File: src/hw/rtl/mad_pkg.sv
// ----------------------------------------------------------------------------
// mad_pkg: shared types and constants for the Modbus ASCII deframer
// Transaction payloads, result kinds, character codes and frame state.
// ----------------------------------------------------------------------------
`default_nettype none

package mad_pkg;

    // Frame size limit and timeout defaults
    localparam int unsigned MAX_FRAME_CHARS_DEF = 256;
    localparam logic [15:0] TIMEOUT_RESET       = 16'd1000;
    localparam logic [15:0] TICK_SAT            = 16'hFFFF;
    localparam logic [7:0]  COUNT_SAT           = 8'hFF;

    // Input opcodes
    localparam logic OP_CHAR = 1'b0;
    localparam logic OP_TICK = 1'b1;

    // Character codes
    localparam logic [7:0] CH_START = 8'h3A;  // ':'
    localparam logic [7:0] CH_CR    = 8'h0D;
    localparam logic [7:0] CH_LF    = 8'h0A;
    localparam logic [7:0] CH_ZERO  = 8'h30;  // '0'
    localparam logic [7:0] CH_NINE  = 8'h39;  // '9'
    localparam logic [7:0] CH_A     = 8'h41;  // 'A'
    localparam logic [7:0] CH_F     = 8'h46;  // 'F'
    localparam logic [7:0] HEX_A_OFFSET = 8'h0A;

    // Result kinds
    typedef enum logic [1:0] {
        KIND_DATA  = 2'd0,
        KIND_GOOD  = 2'd1,
        KIND_BAD   = 2'd2,
        KIND_ABORT = 2'd3
    } kind_t;

    // Input transaction
    typedef struct packed {
        logic       opcode;
        logic [7:0] rx_char;
    } in_item_t;

    // Result transaction
    typedef struct packed {
        kind_t      kind;
        logic [7:0] data_byte;
        logic [7:0] byte_count;
        logic       last;
    } out_item_t;

    // Frame state with fixed widths (the character count lives apart)
    typedef struct packed {
        logic        in_frame;
        logic [3:0]  held_nibble;
        logic        nibble_phase;
        logic [7:0]  lrc_sum;
        logic [7:0]  decoded_count;
        logic        cr_seen;
        logic        frame_error;
        logic [15:0] tick_count;
    } frame_state_t;

    localparam frame_state_t FRAME_CLEAR = '{
        in_frame:      1'b0,
        held_nibble:   4'd0,
        nibble_phase:  1'b0,
        lrc_sum:       8'd0,
        decoded_count: 8'd0,
        cr_seen:       1'b0,
        frame_error:   1'b0,
        tick_count:    16'd0
    };

endpackage : mad_pkg

`default_nettype wire

File: src/hw/rtl/modbus_ascii_deframer_top.sv
// ----------------------------------------------------------------------------
// modbus_ascii_deframer_top: Modbus ASCII frame receiver
// Turns a character/tick stream into data bytes and frame status results.
// ----------------------------------------------------------------------------
//
//  channel   handshake               payload
//  --------  ----------------------  -----------------------------------------
//  in        in_valid / in_stall     in_data  (opcode, rx_char)
//  out       out_valid / out_stall   out_data (kind, data_byte, byte_count, last)
//  cfg       cfg_wr_en               cfg_wr_data (timeout_ticks)
//
//  One transaction per cycle while the result queue has space: an item waits in
//  the input register, then the frame state and the result queue update together.
//  A result passes the input register and then the result queue before it
//  shows on out_valid; it is taken on an edge where out_stall is low.
//  The two-entry result queue holds up to two results while the output stalls;
//  the input stalls only when the queue is full and an item waits in the input
//  register.
//  Reset clears frame state and sets timeout_ticks to 1000.
//
`default_nettype none

module modbus_ascii_deframer_top
    import mad_pkg::*;
#(
    parameter int unsigned MAX_FRAME_CHARS = MAX_FRAME_CHARS_DEF
)(
    input  wire        clk,
    input  wire        rst_n,
    input  wire        in_valid,
    output logic       in_stall,
    input  var in_item_t in_data,
    output logic       out_valid,
    input  wire        out_stall,
    output out_item_t  out_data,
    input  wire        cfg_wr_en,
    input  wire [15:0] cfg_wr_data
);

    localparam int unsigned CHAR_W = $clog2(MAX_FRAME_CHARS + 1);

    logic              s1_valid_reg, s1_valid_next;
    in_item_t          s1_item_reg;
    frame_state_t      st_reg, st_next;
    logic [CHAR_W-1:0] char_count_reg, char_count_next;
    logic [15:0]       timeout_reg;
    logic              res_valid;
    out_item_t         res;
    logic              q_space;
    logic              advance;
    logic              accept;

    // Handshake control
    assign advance  = s1_valid_reg && q_space;
    assign in_stall = s1_valid_reg && !q_space;
    assign accept   = in_valid && !in_stall;

    always_comb
    begin
        s1_valid_next = s1_valid_reg;
        if (accept)
        begin
            s1_valid_next = 1'b1;
        end
        else if (advance)
        begin
            s1_valid_next = 1'b0;
        end
    end

    // Input register
    always_ff @(posedge clk or negedge rst_n)
    begin
        if (!rst_n)
        begin
            s1_valid_reg <= 1'b0;
        end
        else
        begin
            s1_valid_reg <= s1_valid_next;
        end
    end

    always_ff @(posedge clk)
    begin
        if (accept)
        begin
            s1_item_reg <= in_data;
        end
    end

    // Frame state and timeout register
    always_ff @(posedge clk or negedge rst_n)
    begin
        if (!rst_n)
        begin
            st_reg         <= FRAME_CLEAR;
            char_count_reg <= '0;
            timeout_reg    <= TIMEOUT_RESET;
        end
        else
        begin
            if (advance)
            begin
                st_reg         <= st_next;
                char_count_reg <= char_count_next;
            end
            if (cfg_wr_en)
            begin
                timeout_reg <= cfg_wr_data;
            end
        end
    end

    mad_step #(
        .MAX_FRAME_CHARS (MAX_FRAME_CHARS),
        .CHAR_W          (CHAR_W)
    ) u_step (
        .item            (s1_item_reg),
        .st              (st_reg),
        .char_count      (char_count_reg),
        .timeout_ticks   (timeout_reg),
        .st_next         (st_next),
        .char_count_next (char_count_next),
        .res_valid       (res_valid),
        .res             (res)
    );

    mad_outq u_outq (
        .clk       (clk),
        .rst_n     (rst_n),
        .push      (advance && res_valid),
        .push_data (res),
        .space     (q_space),
        .out_valid (out_valid),
        .out_stall (out_stall),
        .out_data  (out_data)
    );

endmodule : modbus_ascii_deframer_top

`default_nettype wire

File: src/hw/rtl/mad_step.sv
// ----------------------------------------------------------------------------
// mad_step: next-state and result logic for one character or tick
// Decodes hex pairs, tracks CR/LF, LRC sum, character limit and timeout.
// ----------------------------------------------------------------------------
`default_nettype none

module mad_step
    import mad_pkg::*;
#(
    parameter int unsigned MAX_FRAME_CHARS = MAX_FRAME_CHARS_DEF,
    parameter int unsigned CHAR_W          = $clog2(MAX_FRAME_CHARS + 1)
)(
    input  var in_item_t     item,
    input  var frame_state_t st,
    input  wire [CHAR_W-1:0] char_count,
    input  wire [15:0]       timeout_ticks,
    output frame_state_t     st_next,
    output logic [CHAR_W-1:0] char_count_next,
    output logic             res_valid,
    output out_item_t        res
);

    localparam logic [CHAR_W-1:0] CHAR_LIMIT = CHAR_W'(MAX_FRAME_CHARS);
    localparam logic [CHAR_W-1:0] CHAR_ONE   = CHAR_W'(1);

    logic        hex_ok;
    logic [3:0]  hex_val;
    logic [7:0]  char_sub;
    logic [15:0] tick_inc;
    logic [7:0]  byte_val;
    logic        frame_good;

    // Decode one upper-case hex digit
    always_comb
    begin
        hex_ok   = 1'b0;
        char_sub = 8'd0;
        if (item.rx_char >= CH_ZERO && item.rx_char <= CH_NINE)
        begin
            hex_ok   = 1'b1;
            char_sub = item.rx_char - CH_ZERO;
        end
        else if (item.rx_char >= CH_A && item.rx_char <= CH_F)
        begin
            hex_ok   = 1'b1;
            char_sub = item.rx_char - CH_A + HEX_A_OFFSET;
        end
        hex_val = char_sub[3:0];
    end

    assign tick_inc   = (st.tick_count != TICK_SAT) ? st.tick_count + 16'd1 : st.tick_count;
    assign byte_val   = {st.held_nibble, hex_val};
    assign frame_good = !st.frame_error && !st.nibble_phase &&
                        (st.decoded_count != 8'd0) && (st.lrc_sum == 8'd0);

    // Advance frame state and form the result
    always_comb
    begin
        st_next         = st;
        char_count_next = char_count;
        res_valid       = 1'b0;
        res             = '{kind: KIND_DATA, data_byte: 8'd0, byte_count: 8'd0, last: 1'b0};

        if (item.opcode == OP_TICK)
        begin
            // Count idle ticks, abort on timeout
            if (st.in_frame && timeout_ticks != 16'd0)
            begin
                st_next.tick_count = tick_inc;
                if (tick_inc >= timeout_ticks)
                begin
                    res_valid       = 1'b1;
                    res.kind        = KIND_ABORT;
                    res.byte_count  = st.decoded_count;
                    res.last        = 1'b1;
                    st_next         = FRAME_CLEAR;
                    char_count_next = '0;
                end
            end
        end
        else if (item.rx_char == CH_START)
        begin
            // Drop any open frame and start a new one
            st_next          = FRAME_CLEAR;
            st_next.in_frame = 1'b1;
            char_count_next  = CHAR_ONE;
        end
        else if (st.in_frame)
        begin
            st_next.tick_count = 16'd0;
            if (char_count >= CHAR_LIMIT)
            begin
                // Character limit reached: abort
                res_valid       = 1'b1;
                res.kind        = KIND_ABORT;
                res.byte_count  = st.decoded_count;
                res.last        = 1'b1;
                st_next         = FRAME_CLEAR;
                char_count_next = '0;
            end
            else
            begin
                char_count_next = char_count + CHAR_ONE;
                if (item.rx_char == CH_LF)
                begin
                    if (st.cr_seen)
                    begin
                        // End of frame
                        res_valid       = 1'b1;
                        res.kind        = frame_good ? KIND_GOOD : KIND_BAD;
                        res.byte_count  = st.decoded_count;
                        res.last        = 1'b1;
                        st_next         = FRAME_CLEAR;
                        char_count_next = '0;
                    end
                    else
                    begin
                        st_next.frame_error = 1'b1;
                    end
                end
                else if (st.cr_seen && item.rx_char == CH_CR)
                begin
                    // Stray CR keeps the CR flag
                    st_next.frame_error = 1'b1;
                end
                else
                begin
                    // CR not followed by LF
                    if (st.cr_seen)
                    begin
                        st_next.frame_error = 1'b1;
                        st_next.cr_seen     = 1'b0;
                    end

                    if (item.rx_char == CH_CR)
                    begin
                        st_next.cr_seen = 1'b1;
                    end
                    else if (!hex_ok)
                    begin
                        st_next.frame_error = 1'b1;
                    end
                    else if (!st.nibble_phase)
                    begin
                        st_next.held_nibble  = hex_val;
                        st_next.nibble_phase = 1'b1;
                    end
                    else
                    begin
                        // Second digit completes a byte
                        st_next.nibble_phase = 1'b0;
                        st_next.held_nibble  = 4'd0;
                        st_next.lrc_sum      = st.lrc_sum + byte_val;
                        if (st.decoded_count != COUNT_SAT)
                        begin
                            st_next.decoded_count = st.decoded_count + 8'd1;
                        end
                        res_valid     = 1'b1;
                        res.kind      = KIND_DATA;
                        res.data_byte = byte_val;
                    end
                end
            end
        end
    end

endmodule : mad_step

`default_nettype wire

File: src/hw/rtl/mad_outq.sv
// ----------------------------------------------------------------------------
// mad_outq: two-entry result queue
// Holds results so the pipeline keeps moving while the consumer stalls.
// ----------------------------------------------------------------------------
`default_nettype none

module mad_outq
    import mad_pkg::*;
(
    input  wire        clk,
    input  wire        rst_n,
    input  wire        push,
    input  var out_item_t push_data,
    output logic       space,
    output logic       out_valid,
    input  wire        out_stall,
    output out_item_t  out_data
);

    out_item_t  entry_reg [2];
    logic       wr_ptr_reg, wr_ptr_next;
    logic       rd_ptr_reg, rd_ptr_next;
    logic [1:0] count_reg, count_next;
    logic       pop;

    assign out_valid = (count_reg != 2'd0);
    assign out_data  = entry_reg[rd_ptr_reg];
    assign space     = (count_reg != 2'd2);
    assign pop       = out_valid && !out_stall;

    // Advance pointers and occupancy
    always_comb
    begin
        wr_ptr_next = push ? ~wr_ptr_reg : wr_ptr_reg;
        rd_ptr_next = pop  ? ~rd_ptr_reg : rd_ptr_reg;
        count_next  = count_reg;
        if (push && !pop)
        begin
            count_next = count_reg + 2'd1;
        end
        else if (pop && !push)
        begin
            count_next = count_reg - 2'd1;
        end
    end

    always_ff @(posedge clk or negedge rst_n)
    begin
        if (!rst_n)
        begin
            wr_ptr_reg <= 1'b0;
            rd_ptr_reg <= 1'b0;
            count_reg  <= 2'd0;
        end
        else
        begin
            wr_ptr_reg <= wr_ptr_next;
            rd_ptr_reg <= rd_ptr_next;
            count_reg  <= count_next;
        end
    end

    // Store pushed result
    always_ff @(posedge clk)
    begin
        if (push)
        begin
            entry_reg[wr_ptr_reg] <= push_data;
        end
    end

endmodule : mad_outq

`default_nettype wire
File: config.mk
export PLATFORM = sky130hd
export DESIGN_NAME = modbus_ascii_deframer_top
export DESIGN_NICKNAME = d
export VERILOG_FILES = /design/src/hw/rtl/mad_pkg.sv /design/src/hw/rtl/modbus_ascii_deframer_top.sv /design/src/hw/rtl/mad_step.sv /design/src/hw/rtl/mad_outq.sv
export SDC_FILE = /design/constraint.sdc
export NUM_CORES = 1
export LEC_CHECK = 0
export BUFFER_PORTS_ARGS = -buffer_cell sky130_fd_sc_hd__buf_2
export CAP_MARGIN = 0
export CORE_AREA = 2 2 113 104
export CTS_BUF_LIST = sky130_fd_sc_hd__clkbuf_2 sky130_fd_sc_hd__clkbuf_4 sky130_fd_sc_hd__clkbuf_8
export CTS_CLUSTER_SIZE = 14
export DETAILED_ROUTE_END_ITERATION = 12
export DIE_AREA = 0 0 115 106
export PLACE_DENSITY = 0.78
export SLEW_MARGIN = 10
export SYNTH_ARGS = -nofsm -noshare
export SYNTH_HDL_FRONTEND = slang
export SYNTH_SLANG_ARGS = --single-unit
File: constraint.sdc
create_clock -name clk -period 5.6 [get_ports clk]
set_clock_uncertainty 0.15 [all_clocks]
set_input_delay 1.12 -clock clk [delete_from_list [all_inputs] [get_ports clk]]
set_output_delay 1.12 -clock clk [all_outputs]
set_load 0.02 [all_outputs]
* After elaboration in Yosys (flattened, before gate mapping) *
Memories as Yosys holds them, arrays and structs flattened.
Index checks and enable logic that the tools add are counted.

cells by class
  bitwise gates (word level) = 2
  multiply operators = 0
  equality and inequality tests = 11
  reduce and logical (&&, ||, !) cells = 38
  shift-type cells = 0
  div/mod/pow operators = 0
  add/subtract/negate cells = 9
  $lt $le $gt $ge = 6
  muxes and demuxes = 74

operator list
  operator                                                                count
  40-bit two-way mux                                                      6
  9-bit two-way mux                                                       14
  23-bit two-way mux                                                      2
  21-bit two-way mux                                                      2
  8-bit two-way mux                                                       5
  19-bit two-way mux                                                      2
  16-bit two-way mux                                                      2
  10-bit two-way mux                                                      3
  1-bit two-way mux                                                       25
  22-bit two-way mux                                                      1
  2-bit two-way mux                                                       9
  16-bit by 1-bit adder with 16-bit output (second input constant)        1
  8-bit by 4-bit equality test with 1-bit output (second input constant)  2
  16-bit greater-or-equal comparator                                      1
  16-bit != test (second input constant)                                  1
  16-bit nonzero test                                                     1
  5-bit nonzero test                                                      3
  1-bit logical AND                                                       14
  5-bit by 2-bit != test with 1-bit output (second input constant)        2
  10-bit AND reduction                                                    1
  9-bit by 1-bit adder with 9-bit output (second input constant)          1
  9-bit greater-or-equal comparator (second input constant)               1
  9-bit AND reduction                                                     1
  8-bit by 1-bit adder with 8-bit output (second input constant)          1
  other kinds (26)                                                        39

storage, ports and cells
  memories kept = 1
  bits in writable memories = 38
  bits in read-only memories = 0
  register bits after elaboration = 79
  bits in latches = 0
  logic and storage cells = 157
  output and inout port bits = 21
  bits of input ports = 30

memories
  memory            words  width  read ports  clocked after Yosys merged registers in  wr ports  line            RTL
  u_outq.entry_reg  2      19     1           0                                        1         mad_outq.sv:20  out_item_t entry_reg [2];

* Logic depth before layout (Yosys ltp) *
Gate-level depths: netlist (run 1).

  word-level depth = 17
  depth in mapped cells = 18
  depth with buffers taken out = 17

* By module *
Synthesis (run 1) repeated with hierarchy kept, for this count alone.

unflattened totals
  cell total of the unflattened synthesis = 679
  area total of the unflattened synthesis = 7,298.2 um2

by module, submodules not included
  module                     cells each  sequential area each (um2)  area an instance (um2)  times used
  mad_step                   451         0.0                         2,937.8                 1
  modbus_ascii_deframer_top  153         1,929.4                     2,781.4                 1
  mad_outq                   75          1,241.2                     1,579.0                 1

* Worst setup path before layout (run 1) *
No wires, ideal clock.

  path type = register to register
  start = register st_reg[6] (netlist name)
  end = memory u_outq.entry_reg[1][0] (netlist name), enable pin
  slack = 699 ps
  cell stages (with the launch flop) = 15
  buffers on the path = 2
  clock period less this slack = 4,901 ps
  data arrival time = 4,328 ps
  setup time = 423 ps
  data required time = 5,027 ps
  path through = dfrtp_1 -> and4_1 -> and4_1 -> clkbuf_1 -> and2_1 -> nor4_1 -> xor2_1 -> ha_1 -> nand2_1 -> nor2_1 -> nand3_1 -> o211ai_1 -> clkbuf_1 -> a32oi_1 -> nor3b_1

between the ends
  cells in the longest elaborated chain, start to end = 9
  elaborated cells on any way between the ends = 10
  those cells by class = 1 x add/sub; 1 x order compare; 1 x eq/ne; 6 x mux; 1 x reduce/logical

ends and longest elaborated chain
  element                                                                            line                              RTL
  from (decl)                                                                        modbus_ascii_deframer_top.sv:44   frame_state_t st_reg, st_next;
  from (signal assigned)                                                             modbus_ascii_deframer_top.sv:105  st_reg <= st_next;
  16-bit by 1-bit adder with 16-bit output / 16-bit != test (equally long branches)  mad_step.sv:51                    assign tick_inc = (st.tick_count != TICK_SAT) ? st.tick_count + 16'd1 : st.tick_count;
  16-bit two-way mux (*)                                                             mad_step.sv:51
  16-bit greater-or-equal comparator (*)                                             mad_step.sv:70                    if (tick_inc >= timeout_ticks)
  1-bit two-way mux (*)                                                              mad_step.sv:70
  1-bit two-way mux (*)                                                              mad_step.sv:67                    if (st.in_frame && timeout_ticks != 16'd0)
  1-bit two-way mux (*)                                                              mad_step.sv:64                    if (item.opcode == OP_TICK)
  1-bit logical AND (*)                                                              modbus_ascii_deframer_top.sv:132  .push (advance && res_valid),
  1-bit two-way mux (*)                                                              mad_outq.sv:66                    if (push)
  1-bit two-way mux (implied by the code) (*)                                        mad_outq.sv:68                    entry_reg[wr_ptr_reg] <= push_data;
  to (decl)                                                                          mad_outq.sv:20

Mark *: on every way between the ends. The rest lies on a longest branch, timed or not.

* Worst setup path after layout (run 1) *
  start = register st_reg[6] (netlist name)
  end = register st_reg[30] (netlist name)

between the ends
  cells in the longest elaborated chain, start to end = 5
  elaborated cells on any way between the ends = 6
  those cells by class = 1 x add/sub; 1 x order compare; 2 x eq/ne; 1 x mux; 1 x reduce/logical

ends and longest elaborated chain
  element                                                                            line
  16-bit by 1-bit adder with 16-bit output / 16-bit != test (equally long branches)  mad_step.sv:51
  16-bit two-way mux (*)                                                             mad_step.sv:51
  16-bit greater-or-equal comparator (*)                                             mad_step.sv:70
  2-bit by 1-bit != test with 1-bit output (no line) (*)                             n/a
  9-bit AND reduction (no line) (*)                                                  n/a

Marked as above.
A chain may end at the register's enable or synchronous reset.

==> results of run 1 <==
-- through the flow --
stage / total power [mW] / setup WS (ps) / cells / util [%]
finish: 2.71 / 1140 / 816 / 65.0
global route: 2.87 / 800 / 816 / 65.0
CTS: 2.72 / 1170 / 816 / 65.0
detailed placement: 1.92 / 1230 / 784 / 61.3
global placement: 1.88 / 1410 / 784 / 61.3
floorplan: 1.69 / 699 / 620 / -
-- cells by family (layout without fill, tap and decap cells) --
group / Yosys count / count (layout) / share of synthesized area (%)
compound gates: 140 / 140 / 14.6
xor+xnor: 20 / 20 / 2.72
fa+ha+maj: 36 / 36 / 7.10
buf+inv: 61 / 121 / 3.70
flops: 117 / 117 / 49.2
mux: 37 / 37 / 6.58
simple gates: 209 / 209 / 16.2
-- worst max-delay path by stage --
| stage | slack [ps] | to | cells past startpoint | startpoint |
|---|---|---|---|---|
| CTS | 1170 | st_reg[30]$_DFFE_PN0P_ | 12 | st_reg[6]$_DFFE_PN0P_ |
| finish | 1140 | st_reg[30]$_DFFE_PN0P_ | 12 | st_reg[6]$_DFFE_PN0P_ |
| global route | 800 | u_outq.count_reg[1]$_DFFE_PN0P_ | 16 | st_reg[6]$_DFFE_PN0P_ |
| detailed placement | 1230 | st_reg[30]$_DFFE_PN0P_ | 12 | st_reg[6]$_DFFE_PN0P_ |
| floorplan | 700 | u_outq.entry_reg[1][0]$_DFFE_PP_ | 14 | st_reg[6]$_DFFE_PN0P_ |
| global placement | 1410 | st_reg[27]$_DFFE_PN0P_ | 12 | st_reg[6]$_DFFE_PN0P_ |
-- power by group through the flow --
stage / sequential (mW) / combinational, mW / clock (mW)
after floorplan: 1.08 / 0.610 / 0
after global routing: 1.15 / 0.859 / 0.854
after CTS: 1.13 / 0.772 / 0.814
final: 1.13 / 0.775 / 0.796
after global placement: 1.14 / 0.742 / 0
after detailed placement: 1.15 / 0.767 / 0
-- metal layers --
layer  GRT usage, %  share of wire (%)  up-vias
met3           8.55                6.8       23
met5              0                  0        -
met2           35.5                 45      187
li1               -                  -     2377
met4           9.98                1.8        0
met1           34.6                 46     2430
-- area by class of cell --
type	instances	area, um2
fillers	857	3890
well taps	136	170
clock inverters	15	176
repair buffers	55	288
flip-flops and latches	117	3170
multi-input cells	442	3050
clock buffers	17	234
inverters	34	128
-- cells in the mapped netlist, drive strengths merged (7+ instances only) --
master | instances | area (um2)
and2 | 7 | 43.8
nor2 | 48 | 180
o41ai | 9 | 78.8
and3 | 17 | 108
o21ai | 44 | 220
xnor2 | 10 | 87.6
nand2b | 7 | 43.8
ha | 35 | 438
a21oi | 21 | 105
nor4 | 14 | 87.6
clkbuf | 25 | 95.1
inv | 34 | 128
nor3 | 9 | 45.0
nand3 | 25 | 125
a22o | 12 | 105
xor2 | 10 | 87.6
dfrtp | 64 | 1600
mux2 | 31 | 364
edfxtp | 47 | 1410
nand2 | 52 | 195
o31ai | 16 | 120
-- critical path, cell delays in order (launching register included) --
cell     delay [ps]
dfrtp_1         460
and4_1          250
and4_1          310
and2_1          220
nor4_1          470
xor2_1          220
ha_1            270
a21oi_1         140
o21ai_0          80
a21oi_1         250
o211a_1         730
or3_1           410
mux2_2          380
-- cell usage in the layout, fill, tap and decap left out, types with 5 or more instances in the layout --
master / n
o21ai_0: 44
and3_1: 16
xor2_1: 10
clkbuf_8: 17
a22o_1: 12
a21oi_1: 21
nor4_1: 14
buf_2: 50
dfrtp_1: 64
nor2b_1: 5
ha_1: 35
nor2_1: 48
and2_1: 7
nand3_1: 25
xnor2_1: 10
buf_4: 5
nand2_1: 52
mux2i_1: 6
o21a_1: 5
edfxtp_1: 47
mux2_2: 27
dfstp_2: 6
nand2b_1: 7
clkinv_2: 5
inv_1: 34
nor3_1: 9
o41ai_1: 9
a21o_1: 6
or2_2: 5
o31ai_1: 16
==> flow_metrics.tcl, run 1 <==
set metrics [dict create \
    io_pins 51 \
    synth_area_mm2 0.00645 \
    drive_gt1_share_pct 19.7 \
    r2r_cells 12 \
    hold_slack_ps 340 \
    hold_path_depth 1 \
    antenna_found_initial 0 \
    tightestPinTransition_ps 1150 \
    initial_core_util_pct 58.1 \
    maxCapViolations 0 \
    synth.distinct_cells 60 \
    synthArstFlopShare_pct 59.8 \
    rows 37 \
    cts.sink_count 117 \
    ctsHoldBuffers 0 \
    die_x_um 115 \
    tns_ps 0 \
    end_kind "register" \
    clockBufferDepth 2 \
    core-area_mm2 0.0111 \
    min_period_ps 4460 \
    setup_viol 0 \
    vias 5017 \
    crit_type "register to register" \
    die_h_um 106 \
    drt-pass1-iter-count 5 \
    r2r_start "st_reg[6]$_DFFE_PN0P_" \
    drt_iter0_markers 542 \
    drc_errors 0 \
    p_sw_mw 0.952 \
    yosys_register_bits 117 \
    powerDensity_mw_per_mm2 375 \
    slew_headroom_pct 22.9 \
    routed_via_density 6.15 \
    final_max_slew_viol_count 0 \
    max_freq_mhz 224 \
    overflow 0 \
    insertion_delay_ps 440 \
    htree_num_levels 4 \
    io_buffers 50 \
    diodes 0 \
    start_kind "register" \
    min_period_over_period_pct 79.7 \
    track_usage_pct 24.8 \
    worstHoldStart "char_count_reg[7]$_DFFE_PN0P_" \
    syn-num-nets 686 \
    cts_buffers 17 \
    drt.antenna.violating_nets 0 \
    syn_area_per_cell_um2 10.4 \
    finalHoldViolCount 0 \
    ys_seq_area_share_pct 49.2 \
    clock_power_share_pct 29.4 \
    clkTransAtPathRegs_ps 70 \
    grt_pass1_wl_mm 23.5 \
    synth_cells 620 \
    p_comb_share_pct 28.7 \
    cp.arrival_ps 4630 \
    final_cell_area_mm2 0.00722 \
    grt_max_degree 71 \
    swShare_pct 35.2 \
    synth-edff-count 47 \
    place_congestion 0.916 \
    crit_required_ps 5770 \
    dieArea_mm2 0.0122 \
    min_to "char_count_reg[7]$_DFFE_PN0P_" \
    rrSetupSlack_ps 1140 \
    status "finished clean" \
    dp_hpwl_mm 10.0 \
    critical_path.max_fanout 25 \
    rr_endpoint "st_reg[30]$_DFFE_PN0P_" \
    yosysWarningCount 0 \
    cts_setup_buffers 0 \
    hold_class "register to register" \
    rsz0062_at_grt "false" \
    dpl_cell_area_mm2 0.00681 \
    clock-root-buffer "clkbuf_8" \
    cts_tree "yes" \
    final_nets 733 \
    p_int_mw 1.75 \
    seqPwrFrac_pct 41.9 \
    drt-total-wl_mm 14.0 \
    syn_to_final_growth_pct 11.9 \
    largest_reg_flops 40 \
    grt_pass1_vias 4828 \
    wl_per_cell_um 17.2 \
    synth_ff_type "dfrtp_1" \
    cts-resized-gates 0 \
    p_leak_nw 3.21 \
    vdd_drop_max_mv 0.308 \
]
Power figures use the tool's default switching activity.
==> run 2, diff against run 1 <==
--- a/config.mk
+++ b/config.mk
@@ -5,13 +5,14 @@
 export SDC_FILE = /design/constraint.sdc
 export NUM_CORES = 1
 export LEC_CHECK = 0
+export ABC_AREA = 1
 export BUFFER_PORTS_ARGS = -buffer_cell sky130_fd_sc_hd__buf_2
 export CAP_MARGIN = 0
-export CORE_AREA = 2 2 113 104
+export CORE_AREA = 2 2 119 110
 export CTS_BUF_LIST = sky130_fd_sc_hd__clkbuf_2 sky130_fd_sc_hd__clkbuf_4 sky130_fd_sc_hd__clkbuf_8
 export CTS_CLUSTER_SIZE = 14
 export DETAILED_ROUTE_END_ITERATION = 12
-export DIE_AREA = 0 0 115 106
+export DIE_AREA = 0 0 121 112
 export PLACE_DENSITY = 0.78
 export SLEW_MARGIN = 10
 export SYNTH_ARGS = -nofsm -noshare
==> constraint.sdc (replaced) <==
create_clock -name clk -period 4.1 [get_ports clk]
set_clock_uncertainty 0.15 [all_clocks]
set_input_delay 0.82 -clock clk [delete_from_list [all_inputs] [get_ports clk]]
set_output_delay 0.82 -clock clk [all_outputs]
set_load 0.02 [all_outputs]
==> flow_metrics.tcl, run 2 <==
set metrics [dict create \
    status "finished clean" \
    io_pins 51 \
    die_h_um 112 \
    track_usage_pct 22.6 \
    cts.sink_count 117 \
    routed_via_density 5.12 \
    synth.distinct_cells 48 \
    largest_reg_flops 40 \
    powerDensity_mw_per_mm2 437 \
    synth-edff-count 47 \
    synth_ff_type "dfrtp_1" \
    crit_type "register to register" \
    cp_slowest_stage_delay_ps 400 \
    clockBufferDepth 2 \
    synthTopCellsByArea "dfrtp_1 23%, edfxtp_1 21%, nand2_1 13%" \
    r2r_start "st_reg[4]$_DFFE_PN0P_" \
    place_congestion 0.898 \
    slew_headroom_pct 39.6 \
    start_kind "register" \
    ys_top_cells_by_count "242 x nand2_1, 104 x inv_1, 84 x nor2_1, 64 x dfrtp_1, 58 x o21ai_0" \
    clock-root-buffer "clkbuf_8" \
    clkTransAtPathRegs_ps 70 \
    path_common_cell "nand2_1" \
    dp_hpwl_mm 10.3 \
    setup_viol 0 \
    drt-pass1-iter-count 5 \
    p_leak_nw 3.76 \
    ys_seq_area_share_pct 46.1 \
    dieArea_mm2 0.0136 \
    drt_iter0_markers 444 \
    htree_num_levels 4 \
    yosysTopAreaCellShare_pct 23.3 \
    finalPower_mw 3.36 \
    ctsHoldBuffers 0 \
    drt-total-wl_mm 14.2 \
    cts_tree "yes" \
    yosysWarningCount 0 \
    drt.antenna.violating_nets 0 \
    tightestPinTransition_ps 906 \
    hold_path_depth 2 \
    hold_class "register to register" \
    syn-num-nets 908 \
    synth_cells 842 \
    cp_num_buf_inv 4 \
    finalHoldViolCount 0 \
    final_nets 967 \
    maxCapViolations 0 \
    end_kind "register" \
    yosys_register_bits 117 \
    initial_core_util_pct 55.7 \
    yosysMostFrequentCell "nand2_1" \
    io_buffers 50 \
    rrSetupSlack_ps 270 \
    die_x_um 121 \
    cp.arrival_ps 4010 \
    wl_per_cell_um 13.2 \
    min_period_ps 3830 \
    cp_slowest_cell "dfrtp_1" \
    synthArstFlopShare_pct 59.8 \
    min_period_over_period_pct 93.5 \
    synth_area_mm2 0.00687 \
    max_freq_mhz 261 \
    r2r_cells 25 \
    syn_area_per_cell_um2 8.16 \
    vdd_drop_max_mv 0.224 \
    worstHoldStart "u_outq.wr_ptr_reg$_DFFE_PN0P_" \
    grt_pass1_wl_mm 24.0 \
    grt_pass1_vias 5060 \
    cp_top_family "simple AND/OR/NAND/NOR gates" \
    overflow 0 \
    layout_commonest_cell "nand2_1" \
    antenna_found_initial 0 \
    rr_endpoint "u_outq.count_reg[1]$_DFFE_PN0P_" \
    drc_errors 0 \
    grt_max_degree 71 \
    synth_top_area_cell "dfrtp_1" \
    most-common-layout-cells "241 x nand2_1, 104 x inv_1, 79 x nor2_1" \
    setup_ws_ps 268 \
    syn_to_final_growth_pct 11.9 \
    cts_buffers 17 \
    crit_required_ps 4280 \
    dp_slack_ps 220 \
    final_max_slew_viol_count 0 \
    insertion_delay_ps 450 \
    vias 5518 \
    critical_path.max_fanout 6 \
    tns_ps 0 \
    core-area_mm2 0.0123 \
    rows 39 \
    diodes 0 \
    drive_gt1_share_pct 15.6 \
    min_to "u_outq.wr_ptr_reg$_DFFE_PN0P_" \
]
[run 2: final cells by class]
cell class                      count  area (um2)
Fill cell                        1061        4660
Inverter                          113         427
Tap cell                          164         205
Multi-Input combinational cell    595        3190
Sequential cell                   117        3170
Timing Repair Buffer               57         303
Clock buffer                       19         255
Clock inverter                     13         134
[run 2: power by group]
group,switching [mW],internal (mW),total (mW)
clock network,0.482,0.558,1.04
logic,0.652,0.281,0.933
registers,0.0823,1.30,1.39
total,1.22,2.14,3.36
[run 2: cells by family after synthesis]
kind of cell | Yosys count | synth area share (%)
AND/OR/NAND/NOR | 432 | 27.8
buffers and inverters | 130 | 7.77
flip-flops | 117 | 46.1
AO/OA/AOI/OAI | 104 | 8.70
adder cells (fa/ha/maj) | 36 | 6.66
XOR/XNOR | 23 | 2.93
[run 2: per-layer routing]
metal	up-vias	part of all wire, %	track usage [%]	wire, um
met1	2508	49	32.3	6940
li1	2837	-	-	-
met2	158	45	34.5	6350
met5	-	0	0	0
met3	15	5.2	4.05	734
met4	0	1.3	8.14	189
[run 2: worst register-to-register path, delay by kind of cell (launching register included)]
| family | cells | cell delay, ps |
|---|---|---|
| simple gates | 15 | 1750 |
| fa+ha+maj | 2 | 590 |
| flops | 1 | 400 |
| xor+xnor | 2 | 330 |
| buf+inv | 4 | 260 |
| compound gates | 2 | 240 |
[run 2: repair_timing]
item | 4_1_cts | 5_1_grt
endpoints found under the setup margin | 0 | 53
gates resized for setup | 0 | 9
setup buffers | 0 | 2
[run 2: worst max path at each step]
stage | from | slack [ps] | depth (start not counted) | endpoint
after floorplan | st_reg[1]$_DFFE_PN0P_ | 180 | 21 | u_outq.entry_reg[1][0]$_DFFE_PP_
after global placement | st_reg[1]$_DFFE_PN0P_ | 390 | 25 | u_outq.count_reg[1]$_DFFE_PN0P_
after detailed placement | st_reg[1]$_DFFE_PN0P_ | 220 | 25 | u_outq.count_reg[1]$_DFFE_PN0P_
after CTS | st_reg[1]$_DFFE_PN0P_ | 130 | 26 | u_outq.count_reg[1]$_DFFE_PN0P_
after global routing | st_reg[1]$_DFFE_PN0P_ | -3 | 26 | u_outq.count_reg[1]$_DFFE_PN0P_
final | st_reg[4]$_DFFE_PN0P_ | 270 | 25 | u_outq.count_reg[1]$_DFFE_PN0P_
[run 2: metrics by stage]
stage / std cells / utilization (%) / hold slack [ps] / instance area, um2
2_1_floorplan: 842 / - / 292 / 6870
3_3_place_gp: 1044 / 58.8 / 309 / 7260
3_5_place_dp: 1044 / 58.8 / 317 / 7260
4_1_cts: 1076 / 61.9 / 334 / 7650
5_1_grt: 1078 / 62.3 / 372 / 7690
6_report: 1078 / 62.3 / 335 / 7690
